## config.mk

```make
export PLATFORM = sky130hd
export DESIGN_NAME = brownian_drive_with_stall_escape
export DESIGN_NICKNAME = d
export VERILOG_FILES = /design/src/rtl/bdse_pkg.sv /design/src/rtl/bdse_cfg.sv /design/src/rtl/bdse_ctrl.sv /design/src/rtl/bdse_dp.sv /design/src/rtl/brownian_drive_with_stall_escape.sv
export SDC_FILE = /design/constraint.sdc
export NUM_CORES = 2
export LEC_CHECK = 0
export BUFFER_PORTS_ARGS = -buffer_cell sky130_fd_sc_hd__buf_2
export CAP_MARGIN = 20
export CORE_MARGIN = 2
export CORE_UTILIZATION = 30
export CTS_CLUSTER_SIZE = 8
export DETAILED_ROUTE_END_ITERATION = 10
export GPL_TIMING_DRIVEN = 0
export PLACE_DENSITY = 0.47
export SYNTH_ARGS = -nofsm -noshare
export SYNTH_HDL_FRONTEND = slang
export SYNTH_SLANG_ARGS = --single-unit
```

## constraint.sdc

```tcl
create_clock -name i_clk -period 19.83 [get_ports i_clk]
set_input_delay 0 -clock i_clk [delete_from_list [all_inputs] [get_ports i_clk]]
set_output_delay 0 -clock i_clk [all_outputs]
set_load 0.05 [all_outputs]
```

## src/rtl/bdse_pkg.sv

```systemverilog
// Shared types and constants for the Brownian drive with stall escape.
// Used by the config register file, the controller and the datapath.
package bdse_pkg;

    localparam int CFG_IDX_W     = 3;
    localparam int CFG_DATA_W    = 16;
    localparam int MOTOR_FULL_DEF = 1023;

    typedef enum logic [CFG_IDX_W-1:0] {
        CFG_SPEED         = 3'd0,
        CFG_NOISE_SCALE   = 3'd1,
        CFG_TURN_SCALE    = 3'd2,
        CFG_ESCAPE_ENABLE = 3'd3,
        CFG_ESCAPE_TICKS  = 3'd4,
        CFG_STILL_LIMIT   = 3'd5,
        CFG_GYRO_LIMIT    = 3'd6,
        CFG_ACCEL_LIMIT   = 3'd7
    } t_cfg_idx;

    typedef struct packed {
        logic [15:0] speed;
        logic [14:0] noise_scale;
        logic [15:0] turn_scale;
        logic        escape_enable;
        logic [11:0] escape_ticks;
        logic [7:0]  still_limit;
        logic [14:0] gyro_limit;
        logic [14:0] accel_limit;
    } t_cfg;

    localparam t_cfg CFG_RESET = '{
        speed:         16'd9830,
        noise_scale:   15'd7080,
        turn_scale:    16'd8602,
        escape_enable: 1'b1,
        escape_ticks:  12'd48,
        still_limit:   8'd4,
        gyro_limit:    15'd474,
        accel_limit:   15'd461
    };

    // datapath step strobes from the controller
    typedef struct packed {
        logic load_in;
        logic prod;
        logic wrap;
        logic turn;
        logic diff;
        logic drive;
        logic load_out;
    } t_cmd;

    // heading wrap limits, Q3.13
    localparam logic signed [17:0] PI_Q     = 18'sd25736;
    localparam logic signed [17:0] NEG_PI_Q = -18'sd25736;
    localparam logic signed [17:0] TWO_PI_Q = 18'sd51472;

    // ceil(2^23 / 10): exact x/10 for x below 2^22
    localparam logic [19:0] RECIP10_Q  = 20'd838861;
    localparam int          RECIP10_SH = 23;

    localparam logic [15:0] ONE_Q15 = 16'd32768;

endpackage

```

## src/rtl/bdse_cfg.sv

```systemverilog
// Configuration register file for the Brownian drive block.
// Depends on bdse_pkg for the register layout and reset values.
module bdse_cfg (
    input  logic                                i_clk,
    input  logic                                i_rst_n,
    input  logic                                i_cfg_we,
    input  logic [bdse_pkg::CFG_IDX_W-1:0]      i_cfg_idx,
    input  logic [bdse_pkg::CFG_DATA_W-1:0]     i_cfg_data,
    output bdse_pkg::t_cfg                      o_cfg
);
    import bdse_pkg::*;

    t_cfg     r_cfg;
    t_cfg     n_cfg;
    t_cfg_idx w_idx;

    assign w_idx = t_cfg_idx'(i_cfg_idx);

    always_comb begin
        n_cfg = r_cfg;
        if (i_cfg_we) begin
            case (w_idx)
                CFG_SPEED:         n_cfg.speed         = i_cfg_data;
                CFG_NOISE_SCALE:   n_cfg.noise_scale   = i_cfg_data[14:0];
                CFG_TURN_SCALE:    n_cfg.turn_scale    = i_cfg_data;
                CFG_ESCAPE_ENABLE: n_cfg.escape_enable = i_cfg_data[0];
                CFG_ESCAPE_TICKS:  n_cfg.escape_ticks  = i_cfg_data[11:0];
                CFG_STILL_LIMIT:   n_cfg.still_limit   = i_cfg_data[7:0];
                CFG_GYRO_LIMIT:    n_cfg.gyro_limit    = i_cfg_data[14:0];
                CFG_ACCEL_LIMIT:   n_cfg.accel_limit   = i_cfg_data[14:0];
                default:           n_cfg = r_cfg;
            endcase
        end
    end

    always_ff @(posedge i_clk) begin
        if (!i_rst_n) begin
            r_cfg <= CFG_RESET;
        end else begin
            r_cfg <= n_cfg;
        end
    end

    assign o_cfg = r_cfg;

endmodule

```

## src/rtl/bdse_ctrl.sv

```systemverilog
// Sequencing controller: input/output handshakes and datapath step strobes.
// Depends on bdse_pkg for the command struct.
module bdse_ctrl (
    input  logic           i_clk,
    input  logic           i_rst_n,
    input  logic           i_in_valid,
    output logic           o_in_ready,
    output logic           o_out_valid,
    input  logic           i_out_ready,
    output bdse_pkg::t_cmd o_cmd
);
    import bdse_pkg::*;

    typedef enum logic [2:0] {
        ST_IDLE,
        ST_PROD,
        ST_WRAP,
        ST_TURN,
        ST_DIFF,
        ST_DRIVE,
        ST_FIN
    } t_state;

    t_state r_state;
    t_state n_state;
    logic   r_out_valid;
    logic   n_out_valid;
    logic   w_out_free;

    assign w_out_free = !r_out_valid || i_out_ready;

    always_comb begin
        n_state     = r_state;
        n_out_valid = r_out_valid && !i_out_ready;
        o_cmd       = '0;
        case (r_state)
            ST_IDLE: begin
                o_cmd.load_in = i_in_valid;
                if (i_in_valid) begin
                    n_state = ST_PROD;
                end
            end
            ST_PROD: begin
                o_cmd.prod = 1'b1;
                n_state    = ST_WRAP;
            end
            ST_WRAP: begin
                o_cmd.wrap = 1'b1;
                n_state    = ST_TURN;
            end
            ST_TURN: begin
                o_cmd.turn = 1'b1;
                n_state    = ST_DIFF;
            end
            ST_DIFF: begin
                o_cmd.diff = 1'b1;
                n_state    = ST_DRIVE;
            end
            ST_DRIVE: begin
                o_cmd.drive = 1'b1;
                n_state     = ST_FIN;
            end
            ST_FIN: begin
                if (w_out_free) begin
                    o_cmd.load_out = 1'b1;
                    n_out_valid    = 1'b1;
                    n_state        = ST_IDLE;
                end
            end
            default: n_state = ST_IDLE;
        endcase
    end

    always_ff @(posedge i_clk) begin
        if (!i_rst_n) begin
            r_state     <= ST_IDLE;
            r_out_valid <= 1'b0;
        end else begin
            r_state     <= n_state;
            r_out_valid <= n_out_valid;
        end
    end

    assign o_in_ready  = (r_state == ST_IDLE);
    assign o_out_valid = r_out_valid;

endmodule

```

## src/rtl/bdse_dp.sv

```systemverilog
// Datapath: stall detection, escape state, heading walk and wheel drive.
// Depends on bdse_pkg; steps are strobed by bdse_ctrl.
module bdse_dp #(
    parameter int MOTOR_FULL = bdse_pkg::MOTOR_FULL_DEF
) (
    input  logic                i_clk,
    input  logic                i_rst_n,
    input  bdse_pkg::t_cfg      i_cfg,
    input  bdse_pkg::t_cmd      i_cmd,
    input  logic signed [15:0]  i_gyro_x,
    input  logic signed [15:0]  i_gyro_y,
    input  logic signed [15:0]  i_gyro_z,
    input  logic signed [15:0]  i_accel_x,
    input  logic signed [15:0]  i_accel_y,
    input  logic signed [15:0]  i_accel_z,
    input  logic signed [15:0]  i_gauss_sample,
    input  logic                i_coin_bit,
    output logic [9:0]          o_left_drive,
    output logic [9:0]          o_right_drive,
    output logic                o_reverse_motors,
    output logic                o_escaping,
    output logic signed [15:0]  o_heading_out
);
    import bdse_pkg::*;

    localparam int MFW = $clog2(MOTOR_FULL + 1);
    localparam int PW  = 16 + MFW;
    localparam int SW  = (PW + 1 > 25) ? PW + 1 : 25;

    function automatic logic [15:0] mag16(input logic signed [15:0] x);
        logic [15:0] m;
        m = x[15] ? 16'(-x) : 16'(x);
        return m;
    endfunction

    function automatic logic signed [17:0] wrap1(input logic signed [17:0] h);
        logic signed [17:0] r;
        if (h <= NEG_PI_Q) begin
            r = h + TWO_PI_Q;
        end else if (h > PI_Q) begin
            r = h - TWO_PI_Q;
        end else begin
            r = h;
        end
        return r;
    endfunction

    function automatic logic [15:0] clamp_u(input logic signed [17:0] u);
        logic [15:0] r;
        if (u < 18'sd0) begin
            r = 16'd0;
        end else if (u > $signed({2'b00, ONE_Q15})) begin
            r = ONE_Q15;
        end else begin
            r = u[15:0];
        end
        return r;
    endfunction

    // item registers
    logic signed [15:0] r_gyro [3];
    logic signed [15:0] r_accel [3];
    logic signed [15:0] r_gauss;
    logic               r_coin;

    // persistent state
    logic signed [15:0] r_heading;
    logic [7:0]         r_still;
    logic               r_in_escape;
    logic [11:0]        r_remaining;
    logic               r_spin_pos;

    // working registers
    logic signed [31:0] r_p_noise;
    logic [39:0]        r_p_mag;
    logic               r_use_esc;
    logic signed [17:0] r_dtheta;
    logic signed [34:0] r_p_turn;
    logic signed [17:0] r_diff;
    logic [PW-1:0]      r_prod_l;
    logic [PW-1:0]      r_prod_r;

    // output registers
    logic [9:0]         r_left;
    logic [9:0]         r_right;
    logic               r_escaping;
    logic signed [15:0] r_heading_out;

    // stall and escape update
    logic        w_moving;
    logic [7:0]  w_still_inc;
    logic        n_mid_esc;
    logic [7:0]  n_still;
    logic [11:0] n_remaining;
    logic        n_spin_pos;
    logic        n_in_escape;
    logic [11:0] w_rem_dec;
    logic [19:0] w_mag_x;

    always_comb begin
        w_moving = 1'b0;
        for (int k = 0; k < 3; k++) begin
            if (mag16(r_gyro[k]) > {1'b0, i_cfg.gyro_limit}) begin
                w_moving = 1'b1;
            end
            if (mag16(r_accel[k]) > {1'b0, i_cfg.accel_limit}) begin
                w_moving = 1'b1;
            end
        end
    end

    always_comb begin
        w_still_inc = (r_still == 8'hFF) ? r_still : r_still + 8'd1;
        n_mid_esc   = r_in_escape;
        n_still     = r_still;
        n_remaining = r_remaining;
        n_spin_pos  = r_spin_pos;
        if (!r_in_escape) begin
            if (w_moving) begin
                n_still = 8'd0;
            end else if (w_still_inc >= i_cfg.still_limit && i_cfg.escape_enable) begin
                n_still     = 8'd0;
                n_mid_esc   = 1'b1;
                n_remaining = i_cfg.escape_ticks;
                n_spin_pos  = r_coin;
            end else begin
                n_still = w_still_inc;
            end
        end
        w_rem_dec   = (n_remaining == 12'd0) ? n_remaining : n_remaining - 12'd1;
        n_in_escape = 1'b0;
        if (n_mid_esc) begin
            n_remaining = w_rem_dec;
            n_in_escape = (w_rem_dec != 12'd0);
        end
    end

    assign w_mag_x = (20'(i_cfg.speed) << 3) + 20'(i_cfg.speed) + 20'd5;

    // heading step rounding and wrap
    logic [31:0]        w_pn_mag;
    logic [31:0]        w_pn_sum;
    logic signed [17:0] w_dth_pos;
    logic signed [17:0] w_dtheta;
    logic signed [17:0] w_h0;
    logic signed [17:0] w_h2;

    always_comb begin
        w_pn_mag  = r_p_noise[31] ? 32'(-r_p_noise) : 32'(r_p_noise);
        w_pn_sum  = w_pn_mag + 32'd8192;
        w_dth_pos = $signed({1'b0, w_pn_sum[30:14]});
        w_dtheta  = r_p_noise[31] ? -w_dth_pos : w_dth_pos;
        w_h0      = 18'(r_heading) + w_dtheta;
        w_h2      = wrap1(wrap1(w_h0));
    end

    // differential
    logic [34:0]        w_pt_mag;
    logic [34:0]        w_pt_sum;
    logic [28:0]        w_rd;
    logic [15:0]        w_turn_mag;
    logic [15:0]        w_esc_mag;
    logic [15:0]        w_dmag;
    logic               w_dneg;
    logic signed [17:0] w_diff;

    always_comb begin
        w_pt_mag   = r_p_turn[34] ? 35'(-r_p_turn) : 35'(r_p_turn);
        w_pt_sum   = w_pt_mag + 35'd32;
        w_rd       = w_pt_sum[34:6];
        w_turn_mag = (w_rd > {13'd0, i_cfg.speed}) ? i_cfg.speed : w_rd[15:0];
        w_esc_mag  = r_p_mag[RECIP10_SH+15:RECIP10_SH];
        if (r_use_esc) begin
            w_dmag = w_esc_mag;
            w_dneg = !r_spin_pos;
        end else begin
            w_dmag = w_turn_mag;
            w_dneg = r_p_turn[34];
        end
        w_diff = w_dneg ? -$signed({2'b00, w_dmag}) : $signed({2'b00, w_dmag});
    end

    // wheel drive
    logic signed [17:0] w_ul;
    logic signed [17:0] w_ur;
    logic [SW-1:0]      w_sum_l;
    logic [SW-1:0]      w_sum_r;

    assign w_ul    = $signed({2'b00, i_cfg.speed}) - r_diff;
    assign w_ur    = $signed({2'b00, i_cfg.speed}) + r_diff;
    assign w_sum_l = SW'(r_prod_l) + SW'(16384);
    assign w_sum_r = SW'(r_prod_r) + SW'(16384);

    always_ff @(posedge i_clk) begin
        if (i_cmd.load_in) begin
            r_gyro[0]  <= i_gyro_x;
            r_gyro[1]  <= i_gyro_y;
            r_gyro[2]  <= i_gyro_z;
            r_accel[0] <= i_accel_x;
            r_accel[1] <= i_accel_y;
            r_accel[2] <= i_accel_z;
            r_gauss    <= i_gauss_sample;
            r_coin     <= i_coin_bit;
        end
        if (i_cmd.prod) begin
            r_p_noise <= $signed({1'b0, i_cfg.noise_scale}) * r_gauss;
            r_p_mag   <= 40'(w_mag_x) * 40'(RECIP10_Q);
            r_use_esc <= n_mid_esc;
        end
        if (i_cmd.wrap) begin
            r_dtheta <= w_dtheta;
        end
        if (i_cmd.turn) begin
            r_p_turn <= $signed({1'b0, i_cfg.turn_scale}) * r_dtheta;
        end
        if (i_cmd.diff) begin
            r_diff <= w_diff;
        end
        if (i_cmd.drive) begin
            r_prod_l <= PW'(clamp_u(w_ul)) * PW'(MOTOR_FULL);
            r_prod_r <= PW'(clamp_u(w_ur)) * PW'(MOTOR_FULL);
        end
        if (i_cmd.load_out) begin
            r_left        <= w_sum_l[24:15];
            r_right       <= w_sum_r[24:15];
            r_escaping    <= r_in_escape;
            r_heading_out <= r_heading;
        end
    end

    always_ff @(posedge i_clk) begin
        if (!i_rst_n) begin
            r_heading   <= '0;
            r_still     <= '0;
            r_in_escape <= 1'b0;
            r_remaining <= '0;
            r_spin_pos  <= 1'b1;
        end else begin
            if (i_cmd.prod) begin
                r_still     <= n_still;
                r_in_escape <= n_in_escape;
                r_remaining <= n_remaining;
                r_spin_pos  <= n_spin_pos;
            end
            if (i_cmd.wrap) begin
                r_heading <= w_h2[15:0];
            end
        end
    end

    assign o_left_drive     = r_left;
    assign o_right_drive    = r_right;
    assign o_reverse_motors = r_escaping;
    assign o_escaping       = r_escaping;
    assign o_heading_out    = r_heading_out;

endmodule

```

## src/rtl/brownian_drive_with_stall_escape.sv

```systemverilog
// Top level of the Brownian differential drive with stall escape.
// Depends on bdse_pkg, bdse_cfg, bdse_ctrl and bdse_dp.
//
// One item per control tick: six IMU readings, a Gaussian sample and a coin
// bit in, one drive command out. An item is taken in the idle state, then
// passes six datapath steps (product, wrap, turn, differential, drive, output
// load), each holding one multiply or one rounding, wrap or clamp; the last
// step waits until the output register is free. The next item is taken in the
// cycle after the result is loaded, while that result waits in the output
// register. Registers are to be written only while the block is idle, which
// the block itself does not enforce; they reset to their documented defaults.
module brownian_drive_with_stall_escape #(
    parameter int MOTOR_FULL = bdse_pkg::MOTOR_FULL_DEF
) (
    input  logic                             i_clk,
    input  logic                             i_rst_n,
    input  logic                             i_cfg_we,
    input  logic [bdse_pkg::CFG_IDX_W-1:0]   i_cfg_idx,
    input  logic [bdse_pkg::CFG_DATA_W-1:0]  i_cfg_data,
    input  logic                             i_in_valid,
    output logic                             o_in_ready,
    input  logic signed [15:0]               i_gyro_x,
    input  logic signed [15:0]               i_gyro_y,
    input  logic signed [15:0]               i_gyro_z,
    input  logic signed [15:0]               i_accel_x,
    input  logic signed [15:0]               i_accel_y,
    input  logic signed [15:0]               i_accel_z,
    input  logic signed [15:0]               i_gauss_sample,
    input  logic                             i_coin_bit,
    output logic                             o_out_valid,
    input  logic                             i_out_ready,
    output logic [9:0]                       o_left_drive,
    output logic [9:0]                       o_right_drive,
    output logic                             o_reverse_motors,
    output logic                             o_escaping,
    output logic signed [15:0]               o_heading_out
);
    import bdse_pkg::*;

    t_cfg w_cfg;
    t_cmd w_cmd;

    bdse_cfg u_cfg (
        .i_clk      (i_clk),
        .i_rst_n    (i_rst_n),
        .i_cfg_we   (i_cfg_we),
        .i_cfg_idx  (i_cfg_idx),
        .i_cfg_data (i_cfg_data),
        .o_cfg      (w_cfg)
    );

    bdse_ctrl u_ctrl (
        .i_clk       (i_clk),
        .i_rst_n     (i_rst_n),
        .i_in_valid  (i_in_valid),
        .o_in_ready  (o_in_ready),
        .o_out_valid (o_out_valid),
        .i_out_ready (i_out_ready),
        .o_cmd       (w_cmd)
    );

    bdse_dp #(
        .MOTOR_FULL (MOTOR_FULL)
    ) u_dp (
        .i_clk            (i_clk),
        .i_rst_n          (i_rst_n),
        .i_cfg            (w_cfg),
        .i_cmd            (w_cmd),
        .i_gyro_x         (i_gyro_x),
        .i_gyro_y         (i_gyro_y),
        .i_gyro_z         (i_gyro_z),
        .i_accel_x        (i_accel_x),
        .i_accel_y        (i_accel_y),
        .i_accel_z        (i_accel_z),
        .i_gauss_sample   (i_gauss_sample),
        .i_coin_bit       (i_coin_bit),
        .o_left_drive     (o_left_drive),
        .o_right_drive    (o_right_drive),
        .o_reverse_motors (o_reverse_motors),
        .o_escaping       (o_escaping),
        .o_heading_out    (o_heading_out)
    );

endmodule
```

==> results.cfg <==
[outcome]
status = finished, final reports clean

[placement]
dp_hpwl_um = 142000
place_area_mm2 = 0.0648
numPortBuffers = 173
routabilityCongestion = 0.880

[logic_synthesis]
yosysWarnings = 0
netlist_instances = 6462
synth_edf_count = 292
syn-num-nets = 8082
ys_ff_latch = 432
synth.avg_cell_area_um2 = 9.36
netlist_area_mm2 = 0.0605
synth_ff_type = edfxtp_1
async_flop_share_pct = 0
synthDistinctLibCells = 109
synth_seq_area_share_pct = 19.1

[route]
viasPerCell = 4.82
drc = 0
route.detailed.wl_per_inst_um = 18.0
drtIter0Drc = 2787
dr.pass1.iters = 8
antenna_left = 0
dr_total_vias = 46570
routed_wl_um = 174000

[cts]
path_clk_slew_ns = 0.05
clock_latency_ns = 0.70
cts_buffers = 68
cts_tree = built
cts_setup_buffers = 0
cts_max_path_buffers = 3
htreeDepth = 3
cts.sink_count = 432
root_buffer = clkbuf_16

[worst_setup_path]
crit_buf_inv = 7
critPathSlowestCell = nor4_2
critPathCaptureType = flop
cp.arrival_ns = 12.87
cpPeakStageDelay_ns = 0.96
cp-startpoint = u_dp.r_p_noise[31]
worst-setup-path-type = flop to flop
worstPathRequired_ns = 20.39
cpLargestDelayFamily = compound AO/OA/AOI/OAI gates
cp-start-kind = flop
rrSetupSlack_ns = 7.52
path_max_fanout = 10
rr_startpoint = u_dp.r_p_noise[31]

[sta]
max_freq_mhz = 81.2
period_share_pct = 62.1
final_max_slew_viol_count = 0
maxSlewHeadroom_pct = 19.1
worstMarginPinSlew_ns = 1.21
final.setup.tns_ns = 0
skew_ns = 0.0617
rsz0062_at_grt = no
finalSetupViolations = 0
hold_viol = 0
finalCriticalPeriod_ns = 12.31

[die]
die_y_um = 453
pin_count = 177
rows = 164
coreArea_mm2 = 0.200
die_w_um = 453
die-area_mm2 = 0.205
start_util_pct = 30.2

[layout]
fill_cells = 20530
final_cell_mix = inv_1 (1,084), fa_1 (777), ha_1 (706)
drive_gt1_share_pct = 5.72
layout_commonest_cell = inv_1
syn_to_final_growth_pct = 14.6
nets = 8565
multi_input_area_mm2 = 0.0440
stdcell_area_mm2 = 0.0693
regArea_mm2 = 0.0116

[min_path]
holdCritPathClass = input pin to flop
worstHoldStart = i_gyro_y[7]

[global_routing]
antenna_found_initial = 4
grt_util_all_layers_pct = 17.0
grt_pass1_wl_um = 274000
grt_overflow = 0
grt_max_degree = 71
grt_pass1_vias = 48065

[pwr]
powerDensity_mw_per_mm2 = 167
irDropWorstVdd_uv = 153
p_leak_nw = 31.3

[run]
max_cap_violations = 0
[layer usage]
layer	global-route usage, %	share of wire (%)	up-vias
met5	0	0.0075	-
met3	1.87	3.7	221
li1	-	-	22381
met2	29.3	48	987
met4	5.21	3.1	2
met1	22.2	45	22979
[cell usage after synthesis (30+ instances only)]
cell type | n | area, um^2
or3_1 | 58 | 363
or2_2 | 30 | 188
dfxtp_1 | 140 | 2800
and2_1 | 257 | 1610
nor2b_1 | 46 | 288
and3_1 | 32 | 200
a21oi_1 | 238 | 1190
a21o_1 | 67 | 503
inv_1 | 1084 | 4070
ha_1 | 706 | 8830
mux2i_1 | 36 | 360
xnor2_1 | 312 | 2730
nand3_1 | 115 | 576
o21a_1 | 55 | 413
o211ai_1 | 46 | 345
nand2_1 | 705 | 2650
o31ai_1 | 47 | 353
clkbuf_1 | 171 | 642
nor2_1 | 267 | 1000
a211oi_1 | 38 | 285
xor2_1 | 69 | 604
nand4_1 | 80 | 500
o21ai_0 | 184 | 921
nor3_1 | 100 | 500
edfxtp_1 | 292 | 8770
nor4_1 | 34 | 213
nand2b_1 | 67 | 419
fa_1 | 777 | 15600
[power by group]
part           switching, mW  internal (mW)  total [mW]  leakage (nW)
clock                  0.479          0.688        1.17          1.03
sequential             0.116           1.41        1.53          3.85
combinational           5.16           3.70        8.87          26.4
total                   5.76           5.80        11.6          31.3
[stage by stage]
stage	std cells	util, %	hold slack (ns)	power [mW]	setup slack, ns
global route	9652	34.6	0.0286	13.0	6.46
finish	9653	34.6	0.0535	11.6	7.52
floorplan	6462	-	0.0989	8.22	9.79
detailed placement	9298	32.4	0.178	10.4	7.71
CTS	9646	34.6	0.000583	11.7	7.63
global placement	9291	32.3	0.176	10.4	7.20
[flip-flops by register name, summed over array words and instances, names as in the netlist, 10 cells and up]
register and cells:
u_dp.r_remaining 12, u_dp.r_gyro 48, u_dp.r_prod_l 11, u_dp.r_dtheta 18
u_dp.o_left_drive 10, u_dp.r_prod_r 11, u_dp.r_heading 16, u_dp.r_p_noise 32
u_dp.r_accel 48, u_dp.r_diff 18, u_dp.o_heading_out 16, u_cfg.o_cfg 98
u_dp.o_right_drive 10, u_dp.r_gauss 16, u_dp.r_p_turn 35, u_dp.r_p_mag 16
[worst paths after layout]
kind / end / cells after the start
setup reg to reg: u_dp.r_heading[8] / 38
hold / removal: u_dp.r_gyro[0][23] / 2
hold reg to reg: u_cfg.o_cfg[13] / 2
setup / recovery: u_dp.r_heading[8] / 38
[timing repair]
item | 4_1_cts | 5_1_grt
hold endpoints to repair | 212 | 1
resized for setup | 0 | 0
hold buffers | 228 | 1
[cell families after synthesis]
family	after synthesis	synth area share (%)
XOR/XNOR	384	5.60
AO/OA/AOI/OAI	925	10.2
flip-flops	432	19.1
adder cells (fa/ha/maj)	1486	40.4
AND/OR/NAND/NOR	1899	15.8
multiplexers	48	0.848
buffers and inverters	1288	8.13
[layout make-up]
type                       instances  share of cell area [%]
multi-input combinational       4742                    63.5
inverter                        1086                    5.88
clock inverter                    12                   0.343
sequential                       432                    16.7
timing repair buffer             413                    4.77
tap                             2656                    4.80
buffer                           202                    1.22
clock buffer                     108                    2.78
antenna                            2                 0.00722
No activity file was read; power rests on OpenSTA's default activity.
